[src/rtl/kae_pkg.sv]
// Shared types and constants for the key auto-repeat engine.
`timescale 1ns / 1ps
`default_nettype none

package kae_pkg;

   localparam int TIME_W    = 48;
   localparam int CODE_W    = 16;
   localparam int TIMING_W  = 24;
   localparam int CSR_IDX_W = 3;
   localparam int CSR_W     = 24;
   localparam int SIZE_W    = 3;
   localparam int CNT_OUT_W = 4;

   // command codes
   localparam logic [1:0] CMD_PRESS   = 2'd0;
   localparam logic [1:0] CMD_RELEASE = 2'd1;
   localparam logic [1:0] CMD_POLL    = 2'd2;

   // register indexes
   localparam logic [CSR_IDX_W-1:0] REG_DELAY    = 3'd0;
   localparam logic [CSR_IDX_W-1:0] REG_INTERVAL = 3'd1;
   localparam logic [CSR_IDX_W-1:0] REG_SET_SIZE = 3'd2;
   localparam logic [CSR_IDX_W-1:0] REG_KEY_A    = 3'd3;
   localparam logic [CSR_IDX_W-1:0] REG_KEY_B    = 3'd4;
   localparam logic [CSR_IDX_W-1:0] REG_KEY_C    = 3'd5;
   localparam logic [CSR_IDX_W-1:0] REG_KEY_D    = 3'd6;

   // register reset values
   localparam logic [TIMING_W-1:0] DELAY_RESET    = 24'd500000;
   localparam logic [TIMING_W-1:0] INTERVAL_RESET = 24'd100000;
   localparam logic [SIZE_W-1:0]   SET_SIZE_RESET = 3'd4;
   // entry k is repeat key k: up, down, left, right arrows
   localparam logic [3:0][CODE_W-1:0] RKEY_RESET =
      {16'd106, 16'd105, 16'd108, 16'd103};

   typedef struct packed {
      logic [1:0]        command;
      logic [CODE_W-1:0] key_code;
      logic [TIME_W-1:0] time_now;
   } kae_req_type;

   typedef struct packed {
      logic                 event_valid;
      logic [CODE_W-1:0]    event_code;
      logic                 pressed;
      logic                 is_repeat;
      logic [TIME_W-1:0]    next_due;
      logic [CNT_OUT_W-1:0] held_count;
   } kae_rsp_type;

   typedef struct packed {
      logic lt;   // a < b
      logic le;   // a <= b
   } kae_cmp_type;

endpackage

`default_nettype wire

[src/rtl/kae_time_unit.sv]
// Shared time unit: one 48-bit magnitude compare and one saturating add.
`timescale 1ns / 1ps
`default_nettype none

module kae_time_unit import kae_pkg::*; (
   input  wire logic [TIME_W-1:0]   cmp_a,
   input  wire logic [TIME_W-1:0]   cmp_b,
   input  wire logic [TIME_W-1:0]   add_a,
   input  wire logic [TIMING_W-1:0] add_b,
   output kae_cmp_type              cmp_res,
   output logic [TIME_W-1:0]        sum
);

   logic [TIME_W:0] raw_sum;

   always_comb begin
      cmp_res.lt = (cmp_a < cmp_b);
      cmp_res.le = (cmp_a <= cmp_b);
   end

   // saturate at all ones on carry out
   assign raw_sum = {1'b0, add_a} + {{(TIME_W + 1 - TIMING_W){1'b0}}, add_b};
   assign sum     = raw_sum[TIME_W] ? {TIME_W{1'b1}} : raw_sum[TIME_W-1:0];

endmodule

`default_nettype wire

[src/rtl/key_autorepeat_engine_top.sv]
// Top level of the key auto-repeat engine: held-key table, sequencer, config.
// Each item runs a lookup scan, a table update step and a summary scan, one slot
// per cycle through the shared time unit and the table read port; a poll that fires
// a repeat adds a deadline catch-up step before the summary scan. A new item is
// taken only while idle; busy drops in the rsp_strobe cycle, so the next start
// lands on that edge.
// Reset (synchronous): table empty, registers at defaults; rsp_strobe cannot stall.
`timescale 1ns / 1ps
`default_nettype none

module key_autorepeat_engine_top import kae_pkg::*; #(
   parameter int HELD_SLOTS  = 8,
   parameter int REPEAT_KEYS = 4
) (
   input  wire logic                 clock,
   input  wire logic                 reset,
   // item beat
   input  wire logic                 start,
   output logic                      busy,
   input  wire kae_req_type          req_data,
   // result beat
   output logic                      rsp_strobe,
   output kae_rsp_type               rsp_data,
   // config write port
   input  wire logic                 csr_we,
   input  wire logic [CSR_IDX_W-1:0] csr_index,
   input  wire logic [CSR_W-1:0]     csr_wdata
);

   localparam int IDX_W = (HELD_SLOTS > 1) ? $clog2(HELD_SLOTS) : 1;
   localparam int CNT_W = $clog2(HELD_SLOTS + 1);
   localparam logic [IDX_W-1:0] LAST_IDX = IDX_W'(HELD_SLOTS - 1);

   // sequencer states
   localparam logic [2:0] S_IDLE  = 3'd0;
   localparam logic [2:0] S_SCAN  = 3'd1;  // issue one table read a cycle
   localparam logic [2:0] S_DRAIN = 3'd2;  // last read in flight
   localparam logic [2:0] S_APPLY = 3'd3;  // table update / event fields
   localparam logic [2:0] S_POLL2 = 3'd4;  // repeat deadline catch-up
   localparam logic [2:0] S_DONE  = 3'd5;  // drive the result beat

   // ---------------------------------------------------------------------
   // State
   // ---------------------------------------------------------------------
   logic [2:0]           state_ff, state_in;
   logic [IDX_W-1:0]     idx_ff, idx_in;           // read address
   logic                 proc_vld_ff, proc_vld_in; // read data valid
   logic [IDX_W-1:0]     proc_idx_ff, proc_idx_in; // slot of read data
   logic                 pass_ff, pass_in;         // 0 lookup scan, 1 summary scan

   logic [HELD_SLOTS-1:0] used_ff, used_in;
   logic [HELD_SLOTS-1:0] armed_ff, armed_in;

   logic                 found_ff, found_in;  // press: free slot, release: match
   logic                 hit_ff, hit_in;      // press: key already held
   logic                 have_ff, have_in;    // bound_ff holds a slot deadline
   logic [IDX_W-1:0]     tgt_ff, tgt_in;
   logic [TIME_W-1:0]    bound_ff, bound_in;  // best due / soonest deadline
   logic [TIME_W-1:0]    tmp_ff, tmp_in;
   logic [CODE_W-1:0]    best_code_ff, best_code_in;
   logic [CNT_W-1:0]     held_ff, held_in;

   logic [1:0]           cmd_ff, cmd_in;
   logic [CODE_W-1:0]    key_ff, key_in;
   logic [TIME_W-1:0]    now_ff, now_in;

   logic                 rsp_strobe_ff, rsp_strobe_in;
   kae_rsp_type          rsp_data_ff, rsp_data_in;

   // configuration registers
   logic [TIMING_W-1:0]  delay_ff, delay_in;
   logic [TIMING_W-1:0]  interval_ff, interval_in;
   logic [SIZE_W-1:0]    set_size_ff, set_size_in;
   logic [REPEAT_KEYS-1:0][CODE_W-1:0] rkey_ff, rkey_in;

   // slot table storage, one read and one write port
   logic [CODE_W-1:0]    code_mem [HELD_SLOTS];
   logic [TIME_W-1:0]    dl_mem   [HELD_SLOTS];
   logic [CODE_W-1:0]    code_rd_ff;
   logic [TIME_W-1:0]    dl_rd_ff;
   logic                 code_we, dl_we;
   logic [TIME_W-1:0]    dl_wr;

   // shared time unit hookup
   logic [TIME_W-1:0]    cmp_a, cmp_b, add_a, sum;
   logic [TIMING_W-1:0]  add_b;
   kae_cmp_type          cmp_res;

   logic                 rep_key;
   logic                 slot_u, slot_a, slot_match;
   logic [CSR_IDX_W-1:0] kidx;

   kae_time_unit u_time (
      .cmp_a   (cmp_a),
      .cmp_b   (cmp_b),
      .add_a   (add_a),
      .add_b   (add_b),
      .cmp_res (cmp_res),
      .sum     (sum)
   );

   // operand select: catch-up compares the advanced deadline against now,
   // every scan compares the slot deadline against the running bound
   always_comb begin
      cmp_a = (state_ff == S_POLL2) ? tmp_ff : dl_rd_ff;
      cmp_b = (state_ff == S_POLL2) ? now_ff : bound_ff;
      add_a = (state_ff == S_APPLY && cmd_ff == CMD_POLL) ? bound_ff : now_ff;
      add_b = (state_ff == S_APPLY && cmd_ff == CMD_PRESS) ? delay_ff : interval_ff;
   end

   // repeat-set membership of the captured key; none when delay or interval is zero
   always_comb begin
      rep_key = 1'b0;
      for (int k = 0; k < REPEAT_KEYS; k++) begin
         if (SIZE_W'(k) < set_size_ff && rkey_ff[k] == key_ff) begin
            rep_key = 1'b1;
         end
      end
      if (delay_ff == '0 || interval_ff == '0) begin
         rep_key = 1'b0;
      end
   end

   assign slot_u     = used_ff[proc_idx_ff];
   assign slot_a     = armed_ff[proc_idx_ff];
   assign slot_match = slot_u && (code_rd_ff == key_ff);
   assign kidx       = csr_index - REG_KEY_A;

   // ---------------------------------------------------------------------
   // Next state
   // ---------------------------------------------------------------------
   always_comb begin
      state_in      = state_ff;
      idx_in        = idx_ff;
      proc_vld_in   = 1'b0;
      proc_idx_in   = idx_ff;
      pass_in       = pass_ff;
      used_in       = used_ff;
      armed_in      = armed_ff;
      found_in      = found_ff;
      hit_in        = hit_ff;
      have_in       = have_ff;
      tgt_in        = tgt_ff;
      bound_in      = bound_ff;
      tmp_in        = tmp_ff;
      best_code_in  = best_code_ff;
      held_in       = held_ff;
      cmd_in        = cmd_ff;
      key_in        = key_ff;
      now_in        = now_ff;
      rsp_strobe_in = 1'b0;
      rsp_data_in   = rsp_data_ff;
      code_we       = 1'b0;
      dl_we         = 1'b0;
      dl_wr         = sum;

      // per-slot work on the table data read in the previous cycle
      if (proc_vld_ff) begin
         if (!pass_ff) begin
            case (cmd_ff)
               CMD_PRESS: begin
                  if (slot_match) begin
                     hit_in = 1'b1;
                  end
                  if (!slot_u && !found_ff) begin
                     found_in = 1'b1;
                     tgt_in   = proc_idx_ff;
                  end
               end
               CMD_RELEASE: begin
                  if (slot_match && !found_ff) begin
                     found_in = 1'b1;
                     tgt_in   = proc_idx_ff;
                  end
               end
               CMD_POLL: begin
                  // bound starts at now: first due slot needs <=, later strict <
                  if (slot_u && slot_a && (have_ff ? cmp_res.lt : cmp_res.le)) begin
                     have_in      = 1'b1;
                     bound_in     = dl_rd_ff;
                     tgt_in       = proc_idx_ff;
                     best_code_in = code_rd_ff;
                  end
               end
               default: ;
            endcase
         end else begin
            held_in = held_ff + CNT_W'(slot_u);
            if (slot_u && slot_a && (!have_ff || cmp_res.lt)) begin
               have_in  = 1'b1;
               bound_in = dl_rd_ff;
            end
         end
      end

      unique case (state_ff)
         S_IDLE: begin
            if (start) begin
               cmd_in   = req_data.command;
               key_in   = req_data.key_code;
               now_in   = req_data.time_now;
               bound_in = req_data.time_now;
               idx_in   = '0;
               pass_in  = 1'b0;
               found_in = 1'b0;
               hit_in   = 1'b0;
               have_in  = 1'b0;
               state_in = S_SCAN;
            end
         end
         S_SCAN: begin
            proc_vld_in = 1'b1;
            if (idx_ff == LAST_IDX) begin
               state_in = S_DRAIN;
            end else begin
               idx_in = idx_ff + IDX_W'(1);
            end
         end
         S_DRAIN: begin
            state_in = pass_ff ? S_DONE : S_APPLY;
         end
         S_APPLY: begin
            rsp_data_in.event_valid = 1'b0;
            rsp_data_in.event_code  = '0;
            rsp_data_in.pressed     = 1'b0;
            rsp_data_in.is_repeat   = 1'b0;
            idx_in   = '0;
            pass_in  = 1'b1;
            have_in  = 1'b0;
            held_in  = '0;
            state_in = S_SCAN;
            case (cmd_ff)
               CMD_PRESS: begin
                  rsp_data_in.event_valid = 1'b1;
                  rsp_data_in.event_code  = key_ff;
                  rsp_data_in.pressed     = 1'b1;
                  if (!hit_ff && found_ff) begin
                     used_in[tgt_ff]  = 1'b1;
                     armed_in[tgt_ff] = rep_key;
                     code_we          = 1'b1;
                     dl_we            = 1'b1;
                  end
               end
               CMD_RELEASE: begin
                  rsp_data_in.event_valid = 1'b1;
                  rsp_data_in.event_code  = key_ff;
                  if (found_ff) begin
                     used_in[tgt_ff]  = 1'b0;
                     armed_in[tgt_ff] = 1'b0;
                  end
               end
               CMD_POLL: begin
                  if (have_ff) begin
                     rsp_data_in.event_valid = 1'b1;
                     rsp_data_in.event_code  = best_code_ff;
                     rsp_data_in.pressed     = 1'b1;
                     rsp_data_in.is_repeat   = 1'b1;
                     tmp_in   = sum;   // deadline + interval
                     state_in = S_POLL2;
                  end
               end
               default: ;
            endcase
         end
         S_POLL2: begin
            // still not after now: restart from now + interval
            dl_we    = 1'b1;
            dl_wr    = cmp_res.le ? sum : tmp_ff;
            idx_in   = '0;
            pass_in  = 1'b1;
            have_in  = 1'b0;
            held_in  = '0;
            state_in = S_SCAN;
         end
         S_DONE: begin
            rsp_data_in.next_due   = have_ff ? bound_ff : '0;
            rsp_data_in.held_count = CNT_OUT_W'(held_ff);
            rsp_strobe_in          = 1'b1;
            state_in               = S_IDLE;
         end
         default: begin
            state_in = S_IDLE;
         end
      endcase
   end

   // configuration decode
   always_comb begin
      delay_in    = delay_ff;
      interval_in = interval_ff;
      set_size_in = set_size_ff;
      rkey_in     = rkey_ff;
      if (csr_we) begin
         unique case (csr_index) inside
            REG_DELAY:    delay_in    = csr_wdata[TIMING_W-1:0];
            REG_INTERVAL: interval_in = csr_wdata[TIMING_W-1:0];
            REG_SET_SIZE: set_size_in = csr_wdata[SIZE_W-1:0];
            REG_KEY_A, REG_KEY_B, REG_KEY_C, REG_KEY_D: begin
               for (int k = 0; k < REPEAT_KEYS; k++) begin
                  if (kidx == CSR_IDX_W'(k)) begin
                     rkey_in[k] = csr_wdata[CODE_W-1:0];
                  end
               end
            end
            default: ;
         endcase
      end
   end

   // ---------------------------------------------------------------------
   // Registers
   // ---------------------------------------------------------------------
   always_ff @(posedge clock) begin
      if (reset) begin
         state_ff      <= S_IDLE;
         idx_ff        <= '0;
         proc_vld_ff   <= 1'b0;
         pass_ff       <= 1'b0;
         used_ff       <= '0;
         armed_ff      <= '0;
         found_ff      <= 1'b0;
         hit_ff        <= 1'b0;
         have_ff       <= 1'b0;
         held_ff       <= '0;
         rsp_strobe_ff <= 1'b0;
         delay_ff      <= DELAY_RESET;
         interval_ff   <= INTERVAL_RESET;
         set_size_ff   <= SET_SIZE_RESET;
         for (int k = 0; k < REPEAT_KEYS; k++) begin
            rkey_ff[k] <= RKEY_RESET[k];
         end
      end else begin
         state_ff      <= state_in;
         idx_ff        <= idx_in;
         proc_vld_ff   <= proc_vld_in;
         pass_ff       <= pass_in;
         used_ff       <= used_in;
         armed_ff      <= armed_in;
         found_ff      <= found_in;
         hit_ff        <= hit_in;
         have_ff       <= have_in;
         held_ff       <= held_in;
         rsp_strobe_ff <= rsp_strobe_in;
         delay_ff      <= delay_in;
         interval_ff   <= interval_in;
         set_size_ff   <= set_size_in;
         rkey_ff       <= rkey_in;
      end
   end

   always_ff @(posedge clock) begin
      proc_idx_ff  <= proc_idx_in;
      tgt_ff       <= tgt_in;
      bound_ff     <= bound_in;
      tmp_ff       <= tmp_in;
      best_code_ff <= best_code_in;
      cmd_ff       <= cmd_in;
      key_ff       <= key_in;
      now_ff       <= now_in;
      rsp_data_ff  <= rsp_data_in;
   end

   // slot table: registered read at the scan address
   always_ff @(posedge clock) begin
      code_rd_ff <= code_mem[idx_ff];
      dl_rd_ff   <= dl_mem[idx_ff];
      if (code_we) begin
         code_mem[tgt_ff] <= key_ff;
      end
      if (dl_we) begin
         dl_mem[tgt_ff] <= dl_wr;
      end
   end

   assign busy       = (state_ff != S_IDLE);
   assign rsp_strobe = rsp_strobe_ff;
   assign rsp_data   = rsp_data_ff;

   // ---------------------------------------------------------------------
   // Assertions
   // ---------------------------------------------------------------------
   a_start_busy: assert property (@(posedge clock) disable iff (reset)
      start && !busy |=> busy)
      else $error("accepted beat did not raise busy");

   a_rsp_idle: assert property (@(posedge clock) disable iff (reset)
      rsp_strobe |-> !busy)
      else $error("result beat while sequencer still running");

   a_rsp_single: assert property (@(posedge clock) disable iff (reset)
      rsp_strobe |=> !rsp_strobe)
      else $error("result strobe longer than one cycle");

   a_held_count: assert property (@(posedge clock) disable iff (reset)
      rsp_strobe |-> (held_ff == CNT_W'($countones(used_ff))))
      else $error("held count disagrees with slot valid bits");

   a_armed_used: assert property (@(posedge clock) disable iff (reset)
      state_ff == S_DONE |-> ((armed_ff & ~used_ff) == '0))
      else $error("armed slot not in use");

endmodule

`default_nettype wire
[config.mk]
export PLATFORM = sky130hd
export DESIGN_NAME = key_autorepeat_engine_top
export DESIGN_NICKNAME = d
export VERILOG_FILES = /design/src/rtl/kae_pkg.sv /design/src/rtl/kae_time_unit.sv /design/src/rtl/key_autorepeat_engine_top.sv
export SDC_FILE = /design/constraint.sdc
export NUM_CORES = 1
export LEC_CHECK = 0
export BUFFER_PORTS_ARGS = -buffer_cell sky130_fd_sc_hd__buf_2
export CORE_ASPECT_RATIO = 0.8
export CORE_MARGIN = 10
export CORE_UTILIZATION = 30
export CTS_CLUSTER_DIAMETER = 200
export DETAILED_ROUTE_END_ITERATION = 12
export GPL_ROUTABILITY_DRIVEN = 1
export GPL_TIMING_DRIVEN = 0
export PLACE_DENSITY = 0.55
export SETUP_SLACK_MARGIN = 0.05
export SLEW_MARGIN = 20
export SYNTH_ARGS = -nofsm -noshare
export SYNTH_HDL_FRONTEND = slang
export SYNTH_SLANG_ARGS = --single-unit
[constraint.sdc]
create_clock -name clock -period 7.04 [get_ports clock]
set_input_delay 0.704 -clock clock [delete_from_list [all_inputs] [get_ports clock]]
set_output_delay 0.704 -clock clock [all_outputs]
set_load 0.005 [all_outputs]
==> reports/results.ini <==
[run_status]
outcome=complete, no violations

[synthesis]
synth_top_cell_by_area=edfxtp_1
synth_top_area_share_pct=51.2
synth_common_cells=716 x edfxtp_1, 441 x nand2_1, 262 x dfxtp_1
syn_area_per_cell_um2=13.8
seq_area_frac_synth_pct=63.7
yosysWarnings=0
synth_cell_type_count=82
synthArstFlopShare_pct=0
synth-edff-count=716
synth_fp_nets=3207
syn_inst=3033
synthTopCellsByArea=edfxtp_1 51%, dfxtp_1 13%, mux4_2 7.1%
synth_ff_type=edfxtp_1
synth_most_common_cell=edfxtp_1
syn_area_um2=42000
ys_ff_latch=978

[detailed_routing]
drtIter0Drc=2875
via_per_inst=5.03
wl_per_cell_um=24.5
wirelength_um=130000
drtPass1Iterations=6
route.detailed.drc=0
detail-route-antenna-nets=0
via_count=26600

[pwr]
p_clk_share_pct=42.7
power_frac_seq_pct=49.8
swShare_pct=23.9
leakagePower_uw=0.0169
p_int_uw=9900
p_sw_uw=3110
power.density_nw_per_um2=263
pwr-share-comb_pct=7.5
ir_drop_v=0.000204

[sta]
rsz0062_at_grt=false
relSlewSlack_pct=25.9
fmax_mhz=151
tightest_slew_ns=1.11
timing.hold.ws_ns=0.185
setup-violations-final=0
min_period_over_period_pct=94.2
finClkSkew_ns=0.0326
finalCriticalPeriod_ns=6.63
finalHoldViolCount=0
setup_ws_ns=0.411
slew_violations=0

[place]
routabilityCongestion=0.862
place_inst=5093
dp_hpwl_um=93100
io_buffers=168
dpl_cell_area_um2=46000
place_ws_ns=-0.639

[floorplanning]
fp.coreArea_um2=139000
dieHeight_um=354
die_area_um2=155000
io_pins=170
fp-row-count=122
die_w_um=438
initial_utilization_pct=30.3

[grt]
grt_max_degree=40
antenna_found_initial=22
grt_pass1_wl_um=188000
grt_usage_pct=16.3
grt-ovfl-total=0
grt_pass1_vias=26200

[finish]
stdcell_count=5292
synthToLayoutAreaGrowth_pct=18.0
nNetsFinal=3512
drive_gt1_share_pct=21.9
final_area_um2=49500

[hold_path]
hp-class=in -> reg

[clock_network]
max-clock-path-buffers=3
clk_pin_slew_ns=0.06
postCtsSetupRepairBufs=0
cts_buffers=104
htree_levels=3
clk_latency_ns=0.70
cts-root-buf=clkbuf_16
cts.sinks=978
cts_tree=built

[critical_path]
cpMaxStageDelayCell=a2111oi_2
critPathLaunchType=flop
path_buf_inv=4
path_class=reg -> reg
cp_max_fo=10
worstPathArrival_ns=7.03
worstSetupEndpointType=flop
path_delay_family=compound AO/OA/AOI/OAI gates
crit_chain=buf_2 > nand2b_1 > clkbuf_1 > nor2_1 > clkbuf_2 > clkbuf_1 > nand2_1 > nand2_1 > ha_1 > fa_1 > a211oi_1 > o21ai_0 > o211ai_1 > a2111oi_2 > o2111a_1 > nor2_1 > a2bb2oi_1
critical-path-max-stage-delay_ns=0.81
required_ns=7.44

[flow_run]
drv_cap=0

stage by stage:
stage | util, % | power (uW) | setup TNS [ns]
floorplan | - | 7180 | 0
global placement | 32.6 | 7560 | -627.46
detailed placement | 33.2 | 7570 | -80.69
CTS | 35.7 | 13100 | 0
global route | 35.7 | 13500 | 0
finish | 35.7 | 13000 | 0
final cells by class:
class	instances	area, um^2
Multi-Input combinational cell	1850	14500
Timing Repair Buffer	200	1590
Fill cell	13400	89100
Clock inverter	55	574
Buffer	165	701
Clock buffer	142	2880
Sequential cell	978	26700
Tap cell	1860	2330
Antenna cell	3	7.51
Inverter	39	146
cells by family (layout without fill, tap and decap cells):
family          count (synthesis)  in the layout  synth area share [%]
simple gates                  859            859                  9.55
other cells                     0              3                     0
buf+inv                       205            601                  1.97
flops                         978            978                  63.7
fa+ha+maj                      77             77                  2.31
compound gates                363            363                  5.11
xor+xnor                      109            109                  2.28
mux                           442            442                  15.0
state kept, by name, summed over array words and instances (netlist names), 24 cells and up, named ones only:
name / flops
code_mem: 128
rkey_ff: 64
tmp_ff: 48
now_ff: 48
dl_mem: 384
delay_ff: 24
rsp_data: 71
interval_ff: 24
dl_rd_ff: 48
bound_ff: 48
timing repair:
item | CTS | global route
hold buffers | 0 | 0
gates resized for setup | 3 | 9
endpoints found under the setup margin | 312 | 240
pin swaps | 0 | 0
routing by layer:
metal,part of all wire (%),up-vias,global-route usage (%)
li1,-,12000,-
met5,0.13,-,0.0620
met3,7.2,216,3.43
met2,44,976,24.4
met1,46,13400,23.3
met4,3.0,26,5.13
power by group through the flow:
stage / combinational [uW] / sequential, uW / clock, uW
floorplan: 639 / 6540 / 0
global placement: 948 / 6610 / 0
detailed placement: 965 / 6600 / 0
CTS: 972 / 6480 / 5660
global route: 1080 / 6500 / 5910
finish: 977 / 6490 / 5550
worst paths after layout:
| kind | start | end | slack (ns) | cells past startpoint |
|---|---|---|---|---|
| worst min register to register | idx_ff[2]$_SDFFE_PP0P_ | proc_idx_ff[2]$_DFF_P_ | 0.39 | 0 |
| worst max register to register | cmd_ff[0]$_DFFE_PP_ | dl_mem[0][30]$_DFFE_PP_ | 0.41 | 17 |
| worst min-delay path | req_data[65] | cmd_ff[1]$_DFFE_PP_ | 0.18 | 1 |
| worst max-delay path | cmd_ff[0]$_DFFE_PP_ | dl_mem[0][30]$_DFFE_PP_ | 0.41 | 17 |
cells in the final DEF (no fill, tap or decap), drive strengths merged, types with 5 or more instances in the layout:
cell	instances
and2	53
nor4	34
ha	76
a211oi	19
edfxtp	716
or3	7
nor2	103
nand3b	35
nand2	449
a31oi	8
mux2i	127
o21a	6
a21oi	153
nand4	27
clkbuf	277
nand2b	14
mux4	132
a21boi	5
clkinv	33
nor3	59
o211ai	8
a221oi	5
or2	6
nand3	32
buf	230
dfxtp	262
xnor2	40
mux2	183
xor2	69
and3	11
a21o	18
nor2b	14
bufinv	8
o21ai	105
inv	49
No activity file was read; power rests on OpenSTA's default activity.
